**src/rtl/sld_crc_pkg.sv**
```systemverilog
`default_nettype none
// ----------------------------------------------------------------------------
// sld_crc_pkg
// Shared types, constants and the byte-wise CRC-16-CCITT update for the
// sync/length packet deframer.
// ----------------------------------------------------------------------------
package sld_crc_pkg;

    localparam int MAX_PAYLOAD = 256;

    localparam logic [7:0]  FRAME_SYNC  = 8'hAA;
    localparam logic [15:0] CRC_POLY    = 16'h1021;
    localparam logic [15:0] CRC_INIT    = 16'hFFFF;
    localparam logic [16:0] FRAME_LIMIT = 17'(MAX_PAYLOAD + 6);
    localparam logic [16:0] FRAME_OVERHEAD = 17'd6;
    localparam logic [16:0] HEADER_BYTES   = 17'd4;

    localparam logic REQ_BYTE  = 1'b0;
    localparam logic REQ_CLEAR = 1'b1;

    typedef enum logic [1:0] {
        EVT_PAYLOAD  = 2'd0,
        EVT_GOOD     = 2'd1,
        EVT_CRC_ERR  = 2'd2,
        EVT_OVERFLOW = 2'd3
    } evt_kind_t;

    typedef struct packed {
        logic       valid;
        logic       req_type;
        logic [7:0] rx_byte;
    } req_beat_t;

    typedef struct packed {
        evt_kind_t   event_kind;
        logic [7:0]  packet_kind;
        logic [15:0] frame_length;
        logic [7:0]  data_byte;
        logic [15:0] received_check;
        logic [15:0] computed_check;
        logic [31:0] good_total;
        logic [31:0] error_total;
    } evt_t;

    function automatic logic [15:0] crc_byte(input logic [15:0] crc_in,
                                             input logic [7:0]  b);
        logic [15:0] c;
        c = crc_in ^ {b, 8'h00};
        for (int k = 0; k < 8; k++)
        begin
            if (c[15])
            begin
                c = {c[14:0], 1'b0} ^ CRC_POLY;
            end
            else
            begin
                c = {c[14:0], 1'b0};
            end
        end
        return c;
    endfunction

endpackage
`default_nettype wire

```
**src/rtl/sld_crc_byte_if.sv**
```systemverilog
`default_nettype none
// ----------------------------------------------------------------------------
// sld_crc_byte_if
// Request channel: received bytes and counter-clear requests.
// ----------------------------------------------------------------------------
interface sld_crc_byte_if;
    logic       valid;
    logic       ready;
    logic       req_type;
    logic [7:0] rx_byte;

    modport source (output valid, output req_type, output rx_byte, input ready);
    modport sink   (input valid, input req_type, input rx_byte, output ready);
endinterface
`default_nettype wire

```
**src/rtl/sld_crc_event_if.sv**
```systemverilog
`default_nettype none
// ----------------------------------------------------------------------------
// sld_crc_event_if
// Event channel: payload bytes and end-of-packet reports with counters.
// ----------------------------------------------------------------------------
interface sld_crc_event_if;
    logic        valid;
    logic        ready;
    logic [1:0]  event_kind;
    logic [7:0]  packet_kind;
    logic [15:0] frame_length;
    logic [7:0]  data_byte;
    logic [15:0] received_check;
    logic [15:0] computed_check;
    logic [31:0] good_total;
    logic [31:0] error_total;

    modport source (output valid, output event_kind, output packet_kind,
                    output frame_length, output data_byte, output received_check,
                    output computed_check, output good_total, output error_total,
                    input ready);
    modport sink   (input valid, input event_kind, input packet_kind,
                    input frame_length, input data_byte, input received_check,
                    input computed_check, input good_total, input error_total,
                    output ready);
endinterface
`default_nettype wire

```
**src/rtl/sld_crc_in_stage.sv**
```systemverilog
`default_nettype none
// ----------------------------------------------------------------------------
// sld_crc_in_stage
// Input register: captures one request beat, holds it while the framing
// stage is stalled.
// ----------------------------------------------------------------------------
module sld_crc_in_stage (
    input  wire                       clk,
    input  wire                       rst_n,
    sld_crc_byte_if.sink              byte_chan,
    input  wire                       take,
    output sld_crc_pkg::req_beat_t    beat
);

    logic       valid_reg;
    logic       valid_next;
    logic       req_type_reg;
    logic [7:0] rx_byte_reg;
    logic       load;

    assign byte_chan.ready = !valid_reg || take;
    assign load            = byte_chan.valid && byte_chan.ready;

    always_comb
    begin
        valid_next = valid_reg;
        if (byte_chan.ready)
        begin
            valid_next = byte_chan.valid;
        end
    end

    always_ff @(posedge clk or negedge rst_n)
    begin
        if (!rst_n)
        begin
            valid_reg <= 1'b0;
        end
        else
        begin
            valid_reg <= valid_next;
        end
    end

    always_ff @(posedge clk)
    begin
        if (load)
        begin
            req_type_reg <= byte_chan.req_type;
            rx_byte_reg  <= byte_chan.rx_byte;
        end
    end

    assign beat.valid    = valid_reg;
    assign beat.req_type = req_type_reg;
    assign beat.rx_byte  = rx_byte_reg;

endmodule
`default_nettype wire

```
**src/rtl/sld_crc_deframe.sv**
```systemverilog
`default_nettype none
// ----------------------------------------------------------------------------
// sld_crc_deframe
// Framing state, CRC update, counters and the registered event output.
// One request beat is consumed per cycle whenever the output slot is free.
// ----------------------------------------------------------------------------
module sld_crc_deframe (
    input  wire                       clk,
    input  wire                       rst_n,
    input  wire sld_crc_pkg::req_beat_t beat,
    output logic                      take,
    sld_crc_event_if.source           event_chan
);

    logic        in_packet_reg,  in_packet_next;
    logic [15:0] byte_count_reg, byte_count_next;
    logic [7:0]  kind_reg,       kind_next;
    logic [15:0] length_reg,     length_next;
    logic [15:0] crc_reg,        crc_next;
    logic [7:0]  chk_hi_reg,     chk_hi_next;
    logic [31:0] good_reg,       good_next;
    logic [31:0] error_reg,      error_next;

    logic                    evt_valid_reg, evt_valid_next;
    sld_crc_pkg::evt_t       evt_reg;
    sld_crc_pkg::evt_t       evt_next;

    logic                    fire;
    logic                    emit;
    sld_crc_pkg::evt_kind_t  emit_kind;
    logic [7:0]              emit_data;
    logic [15:0]             emit_rcv;
    logic [15:0]             crc_upd;
    logic [16:0]             idx_p1;
    logic                    end_hit;
    logic                    in_payload;
    logic                    overflow;
    logic [15:0]             rcv_check;

    assign take    = !evt_valid_reg || event_chan.ready;
    assign fire    = beat.valid && take;

    assign crc_upd    = sld_crc_pkg::crc_byte(crc_reg, beat.rx_byte);
    assign idx_p1     = {1'b0, byte_count_reg} + 17'd1;
    assign end_hit    = idx_p1 >= ({1'b0, length_reg} + sld_crc_pkg::FRAME_OVERHEAD);
    assign in_payload = {1'b0, byte_count_reg} < ({1'b0, length_reg} + sld_crc_pkg::HEADER_BYTES);
    assign overflow   = idx_p1 >= sld_crc_pkg::FRAME_LIMIT;
    assign rcv_check  = {chk_hi_reg, beat.rx_byte};

    // framing next state
    always_comb
    begin
        in_packet_next  = in_packet_reg;
        byte_count_next = byte_count_reg;
        kind_next       = kind_reg;
        length_next     = length_reg;
        crc_next        = crc_reg;
        chk_hi_next     = chk_hi_reg;
        good_next       = good_reg;
        error_next      = error_reg;
        emit            = 1'b0;
        emit_kind       = sld_crc_pkg::EVT_PAYLOAD;
        emit_data       = 8'h00;
        emit_rcv        = 16'h0000;

        if (fire)
        begin
            if (beat.req_type == sld_crc_pkg::REQ_CLEAR)
            begin
                good_next  = 32'd0;
                error_next = 32'd0;
            end
            else if (!in_packet_reg)
            begin
                if (beat.rx_byte == sld_crc_pkg::FRAME_SYNC)
                begin
                    in_packet_next  = 1'b1;
                    byte_count_next = 16'd1;
                    crc_next        = sld_crc_pkg::crc_byte(sld_crc_pkg::CRC_INIT,
                                                            beat.rx_byte);
                end
            end
            else
            begin
                byte_count_next = idx_p1[15:0];
                if (byte_count_reg[15:2] == 14'd0)
                begin
                    // header: type, then length high and low
                    if (byte_count_reg[1:0] == 2'd1)
                    begin
                        kind_next = beat.rx_byte;
                    end
                    else
                    begin
                        length_next = {length_reg[7:0], beat.rx_byte};
                    end
                    crc_next = crc_upd;
                end
                else if (end_hit)
                begin
                    in_packet_next  = 1'b0;
                    byte_count_next = 16'd0;
                    emit            = 1'b1;
                    emit_rcv        = rcv_check;
                    if (rcv_check == crc_reg)
                    begin
                        good_next = good_reg + 32'd1;
                        emit_kind = sld_crc_pkg::EVT_GOOD;
                    end
                    else
                    begin
                        error_next = error_reg + 32'd1;
                        emit_kind  = sld_crc_pkg::EVT_CRC_ERR;
                    end
                end
                else
                begin
                    if (in_payload)
                    begin
                        crc_next = crc_upd;
                    end
                    else
                    begin
                        chk_hi_next = beat.rx_byte;
                    end
                    if (overflow)
                    begin
                        in_packet_next  = 1'b0;
                        byte_count_next = 16'd0;
                        error_next      = error_reg + 32'd1;
                        emit            = 1'b1;
                        emit_kind       = sld_crc_pkg::EVT_OVERFLOW;
                    end
                    else if (in_payload)
                    begin
                        emit      = 1'b1;
                        emit_kind = sld_crc_pkg::EVT_PAYLOAD;
                        emit_data = beat.rx_byte;
                    end
                end
            end
        end
    end

    // event output register
    always_comb
    begin
        evt_valid_next = evt_valid_reg;
        if (take)
        begin
            evt_valid_next = fire && emit;
        end
        evt_next.event_kind     = emit_kind;
        evt_next.packet_kind    = kind_next;
        evt_next.frame_length   = length_next;
        evt_next.data_byte      = emit_data;
        evt_next.received_check = emit_rcv;
        evt_next.computed_check = crc_next;
        evt_next.good_total     = good_next;
        evt_next.error_total    = error_next;
    end

    always_ff @(posedge clk or negedge rst_n)
    begin
        if (!rst_n)
        begin
            in_packet_reg  <= 1'b0;
            byte_count_reg <= 16'd0;
            kind_reg       <= 8'd0;
            length_reg     <= 16'd0;
            crc_reg        <= sld_crc_pkg::CRC_INIT;
            chk_hi_reg     <= 8'd0;
            good_reg       <= 32'd0;
            error_reg      <= 32'd0;
            evt_valid_reg  <= 1'b0;
        end
        else
        begin
            in_packet_reg  <= in_packet_next;
            byte_count_reg <= byte_count_next;
            kind_reg       <= kind_next;
            length_reg     <= length_next;
            crc_reg        <= crc_next;
            chk_hi_reg     <= chk_hi_next;
            good_reg       <= good_next;
            error_reg      <= error_next;
            evt_valid_reg  <= evt_valid_next;
        end
    end

    always_ff @(posedge clk)
    begin
        if (fire && emit)
        begin
            evt_reg <= evt_next;
        end
    end

    assign event_chan.valid          = evt_valid_reg;
    assign event_chan.event_kind     = evt_reg.event_kind;
    assign event_chan.packet_kind    = evt_reg.packet_kind;
    assign event_chan.frame_length   = evt_reg.frame_length;
    assign event_chan.data_byte      = evt_reg.data_byte;
    assign event_chan.received_check = evt_reg.received_check;
    assign event_chan.computed_check = evt_reg.computed_check;
    assign event_chan.good_total     = evt_reg.good_total;
    assign event_chan.error_total    = evt_reg.error_total;

`ifndef SYNTHESIS
    a_hunt_count_zero: assert property (@(posedge clk) disable iff (!rst_n)
        !in_packet_reg |-> byte_count_reg == 16'd0)
        else $error("byte count nonzero while hunting");

    a_count_in_range: assert property (@(posedge clk) disable iff (!rst_n)
        in_packet_reg |-> (byte_count_reg != 16'd0)
                          && ({1'b0, byte_count_reg} < sld_crc_pkg::FRAME_LIMIT))
        else $error("byte count outside frame window");

    a_good_counts: assert property (@(posedge clk) disable iff (!rst_n)
        (fire && emit && emit_kind == sld_crc_pkg::EVT_GOOD)
        |=> good_reg == $past(good_reg + 32'd1))
        else $error("good event without counter step");

    a_end_hunts: assert property (@(posedge clk) disable iff (!rst_n)
        (fire && emit && emit_kind != sld_crc_pkg::EVT_PAYLOAD) |=> !in_packet_reg)
        else $error("framing not released after packet end");
`endif

endmodule
`default_nettype wire

```
**src/rtl/sync_length_packet_deframer_crc16_core.sv**
```systemverilog
`default_nettype none
// ----------------------------------------------------------------------------
// sync_length_packet_deframer_crc16_core
// Receive-side deframer for sync/type/length/payload/CRC-16 byte packets.
// ----------------------------------------------------------------------------
// Usage:
//   byte_chan carries one request per beat: req_type 0 delivers rx_byte,
//   req_type 1 clears the good and error counters.
//   event_chan carries one event per payload byte and one per packet end
//   (good, CRC mismatch or overflow drop), with the header fields, the
//   carried and computed CRC and both counters after the beat.
//   Throughput: one request beat per cycle while the event slot is free or
//   event_chan is ready, set by the combinational CRC byte update in the
//   framing stage. Path: a request beat passes the input register, then
//   the framing stage into the event register.
//   Stall: while event_chan is held, one event and one request wait in
//   their registers; byte_chan.ready then drops.
//   Reset: hunting for sync, CRC at 0xFFFF, counters and header cleared,
//   no event pending.
// ----------------------------------------------------------------------------
module sync_length_packet_deframer_crc16_core (
    input  wire                 clk,
    input  wire                 rst_n,
    sld_crc_byte_if.sink        byte_chan,
    sld_crc_event_if.source     event_chan
);

    sld_crc_pkg::req_beat_t beat;
    logic                   take;

    sld_crc_in_stage u_in_stage (
        .clk       (clk),
        .rst_n     (rst_n),
        .byte_chan (byte_chan),
        .take      (take),
        .beat      (beat)
    );

    sld_crc_deframe u_deframe (
        .clk        (clk),
        .rst_n      (rst_n),
        .beat       (beat),
        .take       (take),
        .event_chan (event_chan)
    );

endmodule
`default_nettype wire

```
**src/flat_wrapper.sv**
```systemverilog
// flat-port wrapper written by rule: the top's interface ports become plain ports
module sync_length_packet_deframer_crc16_core_flat 
  (clk, rst_n, byte_chan_valid, byte_chan_req_type, byte_chan_rx_byte, byte_chan_ready, event_chan_valid, event_chan_event_kind, event_chan_packet_kind, event_chan_frame_length, event_chan_data_byte, event_chan_received_check, event_chan_computed_check, event_chan_good_total, event_chan_error_total, event_chan_ready);
  sld_crc_byte_if byte_chan_i ();
  sld_crc_event_if event_chan_i ();
  input  wire clk;
  input  wire rst_n;
  input wire logic [$bits(byte_chan_i.valid)-1:0] byte_chan_valid;
  input wire logic [$bits(byte_chan_i.req_type)-1:0] byte_chan_req_type;
  input wire logic [$bits(byte_chan_i.rx_byte)-1:0] byte_chan_rx_byte;
  output wire logic [$bits(byte_chan_i.ready)-1:0] byte_chan_ready;
  output wire logic [$bits(event_chan_i.valid)-1:0] event_chan_valid;
  output wire logic [$bits(event_chan_i.event_kind)-1:0] event_chan_event_kind;
  output wire logic [$bits(event_chan_i.packet_kind)-1:0] event_chan_packet_kind;
  output wire logic [$bits(event_chan_i.frame_length)-1:0] event_chan_frame_length;
  output wire logic [$bits(event_chan_i.data_byte)-1:0] event_chan_data_byte;
  output wire logic [$bits(event_chan_i.received_check)-1:0] event_chan_received_check;
  output wire logic [$bits(event_chan_i.computed_check)-1:0] event_chan_computed_check;
  output wire logic [$bits(event_chan_i.good_total)-1:0] event_chan_good_total;
  output wire logic [$bits(event_chan_i.error_total)-1:0] event_chan_error_total;
  input wire logic [$bits(event_chan_i.ready)-1:0] event_chan_ready;
  assign byte_chan_i.valid = byte_chan_valid;
  assign byte_chan_i.req_type = byte_chan_req_type;
  assign byte_chan_i.rx_byte = byte_chan_rx_byte;
  assign byte_chan_ready = byte_chan_i.ready;
  assign event_chan_valid = event_chan_i.valid;
  assign event_chan_event_kind = event_chan_i.event_kind;
  assign event_chan_packet_kind = event_chan_i.packet_kind;
  assign event_chan_frame_length = event_chan_i.frame_length;
  assign event_chan_data_byte = event_chan_i.data_byte;
  assign event_chan_received_check = event_chan_i.received_check;
  assign event_chan_computed_check = event_chan_i.computed_check;
  assign event_chan_good_total = event_chan_i.good_total;
  assign event_chan_error_total = event_chan_i.error_total;
  assign event_chan_i.ready = event_chan_ready;
  sync_length_packet_deframer_crc16_core u_core (.clk(clk), .rst_n(rst_n), .byte_chan(byte_chan_i), .event_chan(event_chan_i));
endmodule
```
**config.mk**
```make
export PLATFORM = sky130hd
export DESIGN_NAME = sync_length_packet_deframer_crc16_core_flat
export DESIGN_NICKNAME = d
export VERILOG_FILES = /design/src/rtl/sld_crc_pkg.sv /design/src/rtl/sld_crc_byte_if.sv /design/src/rtl/sld_crc_event_if.sv /design/src/rtl/sld_crc_in_stage.sv /design/src/rtl/sld_crc_deframe.sv /design/src/rtl/sync_length_packet_deframer_crc16_core.sv /design/src/flat_wrapper.sv
export SDC_FILE = /design/constraint.sdc
export NUM_CORES = 1
export LEC_CHECK = 0
export ABC_CLOCK_PERIOD_IN_PS = 20400
export BUFFER_PORTS_ARGS = -buffer_cell sky130_fd_sc_hd__buf_4
export CORE_MARGIN = 1.5
export CORE_UTILIZATION = 50
export DETAILED_ROUTE_END_ITERATION = 10
export GPL_TIMING_DRIVEN = 1
export PLACE_DENSITY = 0.72
export SYNTH_ARGS = -nofsm -noshare
export SYNTH_HDL_FRONTEND = slang
export SYNTH_SLANG_ARGS = --single-unit
```
**constraint.sdc**
```tcl
create_clock -name clk -period 20.4 [get_ports clk]
set_clock_uncertainty 0.1 [all_clocks]
set_input_delay 3.06 -clock clk [delete_from_list [all_inputs] [get_ports clk]]
set_output_delay 3.06 -clock clk [all_outputs]
set_load 0.01 [all_outputs]
```
-- After elaboration in Yosys (flattened, before gate mapping)
Cells that the tools add are included.
- reduce and logical (&&, ||, !) cells: 15
- equality and inequality tests: 3
- add/subtract/negate cells: 5
- $lt $le $gt $ge: 3
- mux-type cells: 94
- bitwise gates (word level): 24
- operator list (kind ; number):
    16-bit 2-to-1 mux ; 45
    32-bit 2-to-1 mux ; 13
    13-bit 2-to-1 mux ; 16
    32-bit by 1-bit adder with 32-bit output (second input constant) ; 2
    3-bit inverter ; 16
    8-bit 2-to-1 mux ; 5
    16-bit by 3-bit adder with 17-bit output (second input constant) ; 2
    16-bit by 1-bit adder with 17-bit output (second input constant) ; 1
    17-bit greater-or-equal comparator ; 1
    17-bit by 9-bit greater-or-equal comparator with 1-bit output (second input constant) ; 1
    16-bit by 17-bit less-than comparator with 1-bit output ; 1
    16-bit equality test ; 1
    16-bit inverter ; 1
    16-bit XOR ; 1
    14-bit logical NOT ; 1
    1-bit 2-to-1 mux ; 12
    8-bit equality test (second input constant) ; 1
    7-bit OR reduction ; 1
    2-bit 2-to-1 mux ; 3
    1-bit inverter ; 6
    6-bit AND reduction ; 1
    5-bit OR reduction ; 1
    4-bit OR reduction ; 1
    1-bit logical AND ; 3
    6 further kinds ; 8
- output and inout port bits: 132
- word-level logic and storage cells: 164
- register bits after elaboration: 270

-- Depth between registers and ports, before layout
Gate-level depths: netlist of the first run.
- depth in word-level cells: 49
- depth in mapped cells: 18
- depth with buffers taken out: 16

-- Cells and area by module
From an unflattened synthesis of the first run, not the netlist that was laid out.
- cells, all modules: 1125
- area, all modules: 13006.2 um2
- modules (own cells, without submodules) (module ; times used ; area each (um2) ; cells an instance):
    sld_crc_deframe ; 1 ; 12667.1 ; 1110
    sld_crc_in_stage ; 1 ; 339.1 ; 15

-- Worst setup path after synthesis of the first run
No wires, ideal clock.
- path kind: input to register
- start: input event_chan_ready
- end: register u_core.u_deframe.evt_reg, in the netlist u_core.u_deframe.event_chan.computed_check[0], enable pin
- setup time: 0.662 ns
- stages: 5
- required time: 19.638 ns
- arrival time: 10.227 ns
- path slack: 9.411 ns
- path through: nand2b_1 nand2_1 nor2_1 nand3_1 a21oi_1
- word-level cells in the longest chain between the ends: 4
- ends and longest elaborated chain (item ; RTL line ; RTL):
    from (decl) ; flat_wrapper.sv:21 ; input wire logic [$bits(event_chan_i.ready)-1:0] event_chan_ready;
    1-bit logical OR (*) ; sld_crc_deframe.sv:40 ; assign take = !evt_valid_reg || event_chan.ready;
    1-bit logical AND (*) ; sld_crc_deframe.sv:41 ; assign fire = beat.valid && take;
    1-bit 2-to-1 mux ; sld_crc_deframe.sv:66 ; if (fire)
    1-bit logical AND (*) ; sld_crc_deframe.sv:193 ; if (fire && emit)
    to (signal assigned) ; sld_crc_deframe.sv:195 ; evt_reg <= evt_next;
    to (decl) ; sld_crc_deframe.sv:25 ; sld_crc_pkg::evt_t evt_reg;
Mark *: on every way between the ends. The rest lies on a longest branch, timed or not.
A chain may end at the register's enable or synchronous reset.

-- Final worst setup path of the first run
- start: input event_chan_ready
- end: output byte_chan_ready
- word-level cells in the longest chain between the ends: 2
- ends and longest elaborated chain (item ; RTL line ; RTL):
    1-bit logical OR ; sld_crc_deframe.sv:40 ;
    1-bit logical OR ; sld_crc_in_stage.sv:21 ; assign byte_chan.ready = !valid_reg || take;
    to (decl) ; flat_wrapper.sv:11 ; output wire logic [$bits(byte_chan_i.ready)-1:0] byte_chan_ready;
Every way passes these cells.

==> results of run 1 <==
[layout make-up]
class	count	area [sq um]
well taps	335	419
fillers	2070	10500
clock inverters	20	195
clock buffers	34	774
repair buffers	153	1150
multi-input cells	752	5410
inverters	28	105
flip-flops and latches	270	7470
[per-stage QoR]
stage,power [mW],hold slack [ns]
5_1_grt,1.36,0.411
3_3_place_gp,0.783,0.376
2_1_floorplan,0.737,0.367
3_5_place_dp,0.787,0.384
4_1_cts,1.32,0.401
6_report,1.31,0.396
[kinds of logic (layout without fill, tap and decap cells)]
| logic type | after synthesis | after routing | synth area share |
|---|---|---|---|
| DFF | 270 | 270 | 0.564 |
| adders and majority gates | 42 | 42 | 0.0395 |
| and+or+nand+nor | 385 | 385 | 0.162 |
| AOI/OAI and AO/OA | 207 | 207 | 0.122 |
| muxes | 38 | 38 | 0.0315 |
| buffers and inverters | 94 | 235 | 0.0289 |
| xor gates and xnor gates | 80 | 80 | 0.0529 |
[cell usage in the layout (no fill, tap or decap), types with 10 or more instances in the layout]
cell type	n
nor2_1	53
xor2_1	37
clkbuf_16	29
nor4_1	18
a21o_1	14
nor2b_1	21
a21boi_0	15
nand3_1	51
inv_1	27
dfrtp_1	115
o21ai_0	22
buf_4	152
a21oi_1	30
mux2_2	29
dfstp_2	16
and2_1	25
nand4_1	19
a31oi_1	16
a22o_1	11
nand2_1	70
and3_1	50
a221o_1	15
edfxtp_1	139
nand2b_1	10
ha_1	41
xnor2_1	43
nor3_1	15
[layer usage]
layer  GRT usage  vias to the layer above  share of wire
met1       0.323                     4717           0.46
met3      0.0300                       43          0.055
met5           0                        -              0
li1            -                     4423              -
met4      0.0591                        0          0.019
met2       0.349                      303           0.47
[worst paths after layout]
path | to | slack [ns] | startpoint
max | byte_chan_ready | 13.70 | event_chan_ready
min | u_core.u_deframe.kind_reg[6] | 0.40 | u_core.u_deframe.kind_reg[6]
max reg2reg | u_core.u_deframe.event_chan.computed_check[8] | 14.45 | u_core.u_deframe.byte_count_reg[0]
min reg2reg | u_core.u_deframe.kind_reg[6] | 0.40 | u_core.u_deframe.kind_reg[6]
max in group asynchronous | u_core.u_deframe.in_packet_reg | 16.44 | rst_n
min in group asynchronous | u_core.u_deframe.chk_hi_reg[0] | 2.39 | rst_n
[worst register-to-register path: stages, from the launching register on]
cell	delay (ns)
dfrtp_1	0.49
ha_1	0.41
nand2_1	0.19
nor2_1	0.15
nand2_1	0.08
xnor2_1	0.48
ha_1	0.34
a21oi_1	0.14
o21ai_0	0.13
a221o_1	0.30
a31oi_1	0.54
nand2_1	0.64
o21ai_1	0.62
nor2b_1	0.81
a22oi_1	0.22
[power by group through the flow]
stage	clock, mW	combinational (mW)	sequential [mW]
floorplan	0	0.115	0.622
CTS	0.539	0.156	0.622
finish	0.529	0.156	0.623
detailed placement	0	0.155	0.632
global route	0.559	0.173	0.625
global placement	0	0.151	0.632
==> metrics.cfg, run 1 <==
[routing]
avgViaCountPerCell = 5.96
drt_iter0_drc = 849
drt_wl_total_microns = 30700
num_vias = 9486
drtAntennaViolNets = 0
wire_per_inst_microns = 19.3
drc_errors = 0
dr.pass1.iters = 6

[critical_path]
worst_r2r_path_depth = 14
path_class = input pin to primary output
cp-end-kind = primary output
cp_slowest_cell = nand3b_1
slowest_delay_ns = 0.19
critPathLaunchType = input pin
path_depth = 3
worstPathArrival_ns = 3.54
crit_buf_inv = 2
path_common_cell = buf_4
required_ns = 17.24
crit_family = buffers and inverters
cp_max_fo = 3
path_cells = buf_4, nand3b_1, buf_4

[global_routing]
grt-ovfl-total = 0
grt_pass1_wl_microns = 49500
track_usage = 0.221
grt_max_degree = 85
grt_antenna_before_repair = 0
first_global_vias = 9222

[synth]
ys_seq_elements = 270
yosysTopAreaCell = edfxtp_1
synth_top_flop_cell = edfxtp_1
synth_most_common_cell = edfxtp_1
synth_top_area_share = 0.315
synth_cell_type_count = 80
syn_avg_cell_area_sq_um = 11.9
yosys_warnings = 0
synth_area_leaders = edfxtp_1 31%, dfrtp_1 22%, ha_1 3.9%
synth.net_count = 1170
syn_inst = 1116
synth_edf_count = 139
yosysSeqAreaShare = 0.564
ys_top_cells_by_count = 139 x edfxtp_1, 115 x dfrtp_1, 71 x nand2_1
async_reset_ff_frac = 0.485
syn_area_sq_mm = 0.0133

[clock_network]
cts_tree = built
postCtsHoldBufs = 0
clock-sinks = 270
post_cts_resized = 0
htreeDepth = 1
clkTransAtPathRegs_ns = 0.06
clockRootBuffer = clkbuf_16
clk_path_buf_depth = 3
cts_buffers = 29
clk_latency_ns = 0.55
postCtsSetupBuffers = 0

[power_and_ir_drop]
power.switching_uw = 342
p_comb_frac = 0.120
pwr_density_cell_mw_per_mm2 = 84.2
leakage_nw = 6.22
intPower_uw = 966
p_sw_frac = 0.262
p_seq_frac = 0.476
pwr-share-clk = 0.404
peakVddDrop_mv = 0.0672

[sta]
finalMaxSlewViolations = 0
maxClockFrequency_mhz = 149
period_share = 0.328
slew_headroom = 0.246
setup_slack_ns = 13.70
rsz0062_at_grt = false
fin_crit_ns = 6.70
finalSetupViolCount = 0
tightest_slew_ns = 1.12
hold_viol = 0
setup-tns-final_ns = 0

[cells_and_area]
design_area_sq_mm = 0.0155
final_util = 0.596
area_delta_synth_final_pct = 17.2
drive_above_1_share = 0.221
finalNetCount = 1288
antenna_cells = 0
finalNonFillerCells = 1592

[floorplanning]
initial_utilization = 0.509
rows = 59
die_y_microns = 166
dieArea_sq_mm = 0.0275
die_x_microns = 166
top_level_ports = 145
core_sq_mm = 0.0261

[worst_hold_path]
hold_path_class = register to register
hold_depth = 1

[outcome]
status = completed

[job]
drv_cap = 0

[placed_design]
hpwl_microns = 19900
port_buffers = 144
placed_cell_area_sq_mm = 0.0146
gp_congestion = 0.835
place_inst = 1538
dp_worst_setup_slack_ns = 13.70

No activity file was read; power rests on OpenSTA's default activity.
==> inputs of run 2 (changes only) <==
ABC_CLOCK_PERIOD_IN_PS = 6500   (was 20400)
clock period = 6.5 ns   (was 20.4 ns; I/O delays follow)
==> run 2 against run 1 <==
  * Sequential power increased to 3.1 times the previous value
  * Via count about the same
  * Clock power increased to 3.1 times the previous value
  * Critical path type is now register to register
  * Worst setup slack got worse by 12 ns
  * Count of clock-buffer cells in the layout increased by 3
  * Power increased to 3.1 times the previous value
  * Cell count decreased by 0.13%
==> metrics.cfg, run 2 (synthesis gave the netlist of run 1 again) <==
[outcome]
status = completed

[critical_path]
path_common_cell = nand2_1
r2r-start = u_core.u_deframe.byte_count_reg[0]
cp_slowest_cell = nor2b_1
worst_r2r_path_depth = 15  ; +1
path_class = register to register
slowest_delay_ns = 0.80  ; +0.61 ns
timing.reg2reg.setup_slack_ns = 1.23  ; -13.22 ns
required_ns = 6.62  ; -10.62 ns
critPathLaunchType = register
r2r-end = u_core.u_deframe.event_chan.computed_check[15]
path_cells = ha_1, nand2_1, nor2_1, nand2_1, xnor2_1, ha_1, a21oi_1, o21ai_0, a221o_1, a31oi_1, nand2_1, buf_4, o21ai_1, nor2b_1, a22oi_1
cp-end-kind = register
cp_max_fo = 21  ; +18
crit_family = compound AO/OA/AOI/OAI gates
crit_buf_inv = 1  ; -1
worstPathArrival_ns = 5.39  ; +1.85 ns

[placed_design]
placed_cell_area_sq_mm = 0.0146  ; about the same
place_inst = 1539  ; +0.065%
gp_congestion = 0.861  ; +3.1%
port_buffers = 144  ; unchanged
hpwl_microns = 20500  ; +3.3%

[global_routing]
grt-ovfl-total = 0  ; unchanged
first_global_vias = 9279  ; +0.62%
grt_max_degree = 78  ; -8.2%
grt_antenna_before_repair = 0  ; unchanged
track_usage = 0.226  ; +0.00444
grt_pass1_wl_microns = 50300  ; +1.7%

[floorplanning]
top_level_ports = 145  ; unchanged
die_x_microns = 166  ; unchanged
core_sq_mm = 0.0261  ; unchanged
initial_utilization = 0.509  ; unchanged
die_y_microns = 166  ; unchanged
dieArea_sq_mm = 0.0275  ; unchanged
rows = 59  ; unchanged

[clock_network]
clock-sinks = 270  ; unchanged
clkTransAtPathRegs_ns = 0.06  ; about the same
cts_buffers = 28  ; -3.4%
clockRootBuffer = clkbuf_16
htreeDepth = 1  ; unchanged
clk_path_buf_depth = 3  ; unchanged
postCtsHoldBufs = 0  ; unchanged
post_cts_resized = 0  ; unchanged
postCtsSetupBuffers = 0  ; unchanged
clk_latency_ns = 0.55  ; about the same
cts_tree = built

[cells_and_area]
finalNetCount = 1288  ; unchanged
final_util = 0.595  ; -0.000768
area_delta_synth_final_pct = 17.0
fillers = 2064  ; -0.29%
final_common_cell = buf_4
drive_above_1_share = 0.216  ; -0.00523
final_cell_mix = 153 x buf_4, 139 x edfxtp_1, 115 x dfrtp_1
design_area_sq_mm = 0.0155  ; -0.13%
antenna_cells = 0  ; unchanged
finalNonFillerCells = 1590  ; -0.13%
multi_input_comb_area_sq_mm = 0.00541  ; unchanged
register_area_sq_mm = 0.00747  ; unchanged

[power_and_ir_drop]
power.switching_mw = 1.05  ; +210%
p_seq_frac = 0.478  ; +0.002
pwr_density_cell_mw_per_mm2 = 263  ; +210%
leakage_nw = 6.21  ; about the same
pwr-share-clk = 0.401  ; -0.003
p_comb_frac = 0.121  ; about the same
peakVddDrop_mv = 0.220  ; +230%
p_sw_frac = 0.258  ; -0.00388
intPower_mw = 3.03  ; +210%

[routing]
drc_errors = 0  ; unchanged
avgViaCountPerCell = 5.96  ; about the same
drtAntennaViolNets = 0  ; unchanged
drt_wl_total_microns = 30900  ; +0.79%
wire_per_inst_microns = 19.5  ; +0.91%
dr.pass1.iters = 5  ; -1
drt_iter0_drc = 897  ; +5.7%
num_vias = 9481  ; -0.053%

[sta]
rsz0062_at_grt = false
maxClockFrequency_mhz = 190
fin_crit_ns = 5.27
period_share = 0.811
tightest_slew_ns = 1.12  ; -0.00786 ns
hold_viol = 0  ; unchanged
finalSetupViolCount = 0  ; unchanged
slew_headroom = 0.251  ; +0.00527
setup-tns-final_ns = 0  ; unchanged
finalMaxSlewViolations = 0  ; unchanged

[job]
drv_cap = 0  ; unchanged

[worst_hold_path]
hold_path_class = input pin to asynchronous set/reset pin

run 2: cell types whose count changed in the layout (fill, tap and decap cells not counted), sizes merged:
cell,previous run,this run
clkinv,10,7
inv,29,30
clkinvlp,6,2
buf,153,154
clkbuf,34,37
run 2: worst max-delay path by stage:
stage,from,cells past startpoint,slack [ns],endpoint
global route,u_core.u_deframe.byte_count_reg[0],15,0.76,u_core.u_deframe.event_chan.computed_check[15]
floorplan,u_core.u_deframe.length_reg[5],16,0.90,u_core.u_deframe.event_chan.computed_check[0]
finish,u_core.u_deframe.byte_count_reg[0],15,1.23,u_core.u_deframe.event_chan.computed_check[15]
detailed placement,u_core.u_deframe.byte_count_reg[0],15,1.28,u_core.u_deframe.event_chan.computed_check[15]
CTS,u_core.u_deframe.byte_count_reg[0],15,1.24,u_core.u_deframe.event_chan.computed_check[15]
global placement,u_core.u_deframe.byte_count_reg[0],15,1.43,u_core.u_deframe.event_chan.computed_check[8]
run 2: layout make-up:
cell class,count,share of cell area
Sequential cell,270,0.482
Multi-Input combinational cell,752,0.349
Timing Repair Buffer,154,0.0748
Clock buffer,37,0.0507
Tap cell,335,0.0270
Clock inverter,14,0.0101
Inverter,28,0.00678
run 2: per-stage QoR:
| stage | total power, mW | hold slack, ns | setup slack [ns] |
|---|---|---|---|
| floorplan | 2.31 | 0.367 | 0.896 |
| finish | 4.08 | 0.364 | 1.23 |
| global placement | 2.46 | 0.375 | 1.43 |
| CTS | 4.11 | 0.378 | 1.24 |
| global route | 4.24 | 0.403 | 0.756 |
| detailed placement | 2.47 | 0.385 | 1.28 |
run 2: power groups by stage:
| stage | clock network [mW] | registers (mW) | logic [mW] |
|---|---|---|---|
| finish | 1.64 | 1.95 | 0.493 |
| global route | 1.73 | 1.96 | 0.549 |
| CTS | 1.66 | 1.95 | 0.493 |
| detailed placement | 0 | 1.98 | 0.489 |
| global placement | 0 | 1.98 | 0.482 |
| floorplan | 0 | 1.95 | 0.364 |
run 2: per-layer routing:
layer	wire, microns	vias up	GRT usage
met1	14500	4735	0.338
met2	14200	276	0.348
met5	0	-	0
met3	1530	56	0.0286
li1	-	4414	-
met4	648	0	0.0595
==> inputs of run 3 (changes only) <==
ABC_CLOCK_PERIOD_IN_PS = 4900   (was 6500)
clock period = 4.9 ns   (was 6.5 ns; I/O delays follow)
==> run 3 against run 2 <==
  * Worst hold slack worse by 0.14 ns
  * Via count is 1.4% lower
  * Global-route usage is 0.52 points lower
  * Cell count is 0.88% higher
  * Highest routed layer unchanged
  * Power is 36% higher
  * Critical path depth is 1 lower
  * Sequential cell count stayed put
  * Register-to-register slack worse by 0.88 ns
  * Combinational power is 39% higher
  * Design area is 1.5% higher
  * Sequential power is 33% higher
  * Non-clock buffer count is 14 higher
==> metrics.cfg, run 3 (synthesis gave the netlist of run 1 again) <==
[floorplanning]
die_x_microns = 166  ; unchanged
die_y_microns = 166  ; unchanged
rows = 59  ; unchanged
dieArea_sq_mm = 0.0275  ; unchanged
initial_utilization = 0.509  ; unchanged
core_sq_mm = 0.0261  ; unchanged
top_level_ports = 145  ; unchanged

[routing]
drt_wl_total_microns = 30600  ; -1.2%
drt_iter0_drc = 782  ; -13%
avgViaCountPerCell = 5.83  ; -2.3%
wire_per_inst_microns = 19.1  ; -2.1%
dr.pass1.iters = 6  ; +1
drc_errors = 0  ; unchanged
drtAntennaViolNets = 0  ; unchanged
num_vias = 9349  ; -1.4%

[worst_hold_path]
hold_path_class = input pin to asynchronous set/reset pin

[cells_and_area]
final_util = 0.604  ; +0.00869
finalNetCount = 1302  ; +1.1%
area_delta_synth_final_pct = 18.7
drive_above_1_share = 0.232  ; +0.0157
fillers = 2084  ; +0.97%
final_common_cell = buf_4
design_area_sq_mm = 0.0157  ; +1.5%
final_cell_mix = 165 x buf_4, 139 x edfxtp_1, 114 x dfrtp_1
antenna_cells = 0  ; unchanged

[critical_path]
crit_family = simple AND/OR/NAND/NOR gates
worstPathArrival_ns = 4.86  ; -0.53 ns
crit_buf_inv = 2  ; +1
cp_max_fo = 12  ; -43%
path_class = register to register
slowest_delay_ns = 0.58  ; -0.22 ns
critPathLaunchType = register
cp_slowest_cell = dfrtp_1
path_cells = nand4_4, nor4_4, nand3_1, xnor2_1, ha_1, a21oi_1, nand2_1, a221o_1, a31oi_1, buf_4, and2_1, buf_4, and3_1, mux2_2
path_depth = 14  ; -1
path_common_cell = buf_4
cp-end-kind = register
crit_start = u_core.u_deframe.byte_count_reg[2]
r2r-start = u_core.u_deframe.byte_count_reg[2]
worst_r2r_path_depth = 14  ; -1
required_ns = 5.21  ; -1.41 ns

[placed_design]
dp_worst_setup_slack_ns = 0.286  ; -0.997 ns
placed_cell_area_sq_mm = 0.0147  ; +1.2%
port_buffers = 144  ; unchanged
gp_congestion = 0.839  ; -2.5%
hpwl_microns = 20700  ; +0.71%

[clock_network]
clock-sinks = 270  ; unchanged
cts_tree = built
htreeDepth = 1  ; unchanged
clk_path_buf_depth = 3  ; unchanged
clockRootBuffer = clkbuf_16
postCtsHoldBufs = 0  ; unchanged
clk_latency_ns = 0.54  ; about the same
clkTransAtPathRegs_ns = 0.07  ; about the same
cts_buffers = 28  ; unchanged

[global_routing]
grt_max_degree = 99  ; +27%
grt_antenna_before_repair = 0  ; unchanged
track_usage = 0.221  ; -0.00519
grt-ovfl-total = 0  ; unchanged
first_global_vias = 9109  ; -1.8%
grt_pass1_wl_microns = 49400  ; -1.9%

[outcome]
status = completed

[sta]
rsz0062_at_grt = false
hold_viol = 0  ; unchanged
tightest_slew_ns = 1.13  ; +0.0131 ns
slew_headroom = 0.242  ; -0.00882
setup-tns-final_ns = 0  ; unchanged
maxClockFrequency_mhz = 220  ; +16%
fin_crit_ns = 4.55  ; -0.724 ns
finalMaxSlewViolations = 0  ; unchanged
finalSetupViolCount = 0  ; unchanged
period_share = 0.928  ; +0.117
setup_slack_ns = 0.354  ; -0.876 ns

[power_and_ir_drop]
leakage_nw = 6.32  ; +1.7%
pwr_density_cell_mw_per_mm2 = 352  ; +34%
power.total_mw = 5.55  ; +36%
peakVddDrop_mv = 0.243  ; +11%

[job]
drv_cap = 0  ; unchanged

-- run 3: path summary, 6_finish.rpt --
check	endpoint	slack, ns
max	u_core.u_deframe.chk_hi_reg[5]	0.35
min	u_core.u_deframe.kind_reg[5]	0.22
max reg2reg	u_core.u_deframe.chk_hi_reg[5]	0.35
min reg2reg	u_core.u_deframe.kind_reg[5]	0.40
max in group asynchronous	u_core.u_deframe.byte_count_reg[13]	3.41
min in group clk	u_core.u_in_stage.rx_byte_reg[2]	0.28
-- run 3: what timing repair did --
| item | CTS | global route |
|---|---|---|
| resized for setup | 0 | 1 |
| endpoints found under the setup margin | 0 | 11 |
| hold endpoints to repair | 0 | 0 |
| setup buffers | 0 | 1 |
-- run 3: area by class of cell --
cell class | instances | area, sq um | area share
clock buffer | 33 | 741 | 0.0471
sequential | 270 | 7470 | 0.475
inverter | 28 | 105 | 0.00668
clock inverter | 18 | 246 | 0.0157
timing repair buffer | 168 | 1290 | 0.0820
multi-input combinational | 752 | 5460 | 0.347
tap | 335 | 419 | 0.0266
-- run 3: through the flow --
step	hold WS, ns	std cells
2_1_floorplan	0.339	1116
3_3_place_gp	0.378	1552
3_5_place_dp	0.384	1552
4_1_cts	0.254	1603
5_1_grt	0.254	1604
6_report	0.220	1604
-- run 3: worst register-to-register path: stages, from the launching register on --
cell     delay (ns)
dfrtp_1        0.58
nand4_4        0.24
nor4_4         0.41
nand3_1        0.14
xnor2_1        0.16
ha_1           0.34
a21oi_1        0.15
nand2_1        0.07
a221o_1        0.33
a31oi_1        0.42
buf_4          0.24
and2_1         0.20
buf_4          0.24
and3_1         0.41
mux2_2         0.39
-- run 3: per-layer routing --
layer | global-route usage | vias up | routed length, microns
met5 | 0 | - | 0
met3 | 0.0298 | 37 | 1290
met4 | 0.0462 | 0 | 443
met2 | 0.354 | 227 | 14500
met1 | 0.322 | 4627 | 14300
li1 | - | 4458 | -
-- run 3: power breakdown --
group	total [mW]	internal, mW	switching [mW]	leakage (nW)
logic	0.685	0.275	0.410	2.99
clock network	2.27	1.39	0.873	0.484
registers	2.59	2.48	0.115	2.84
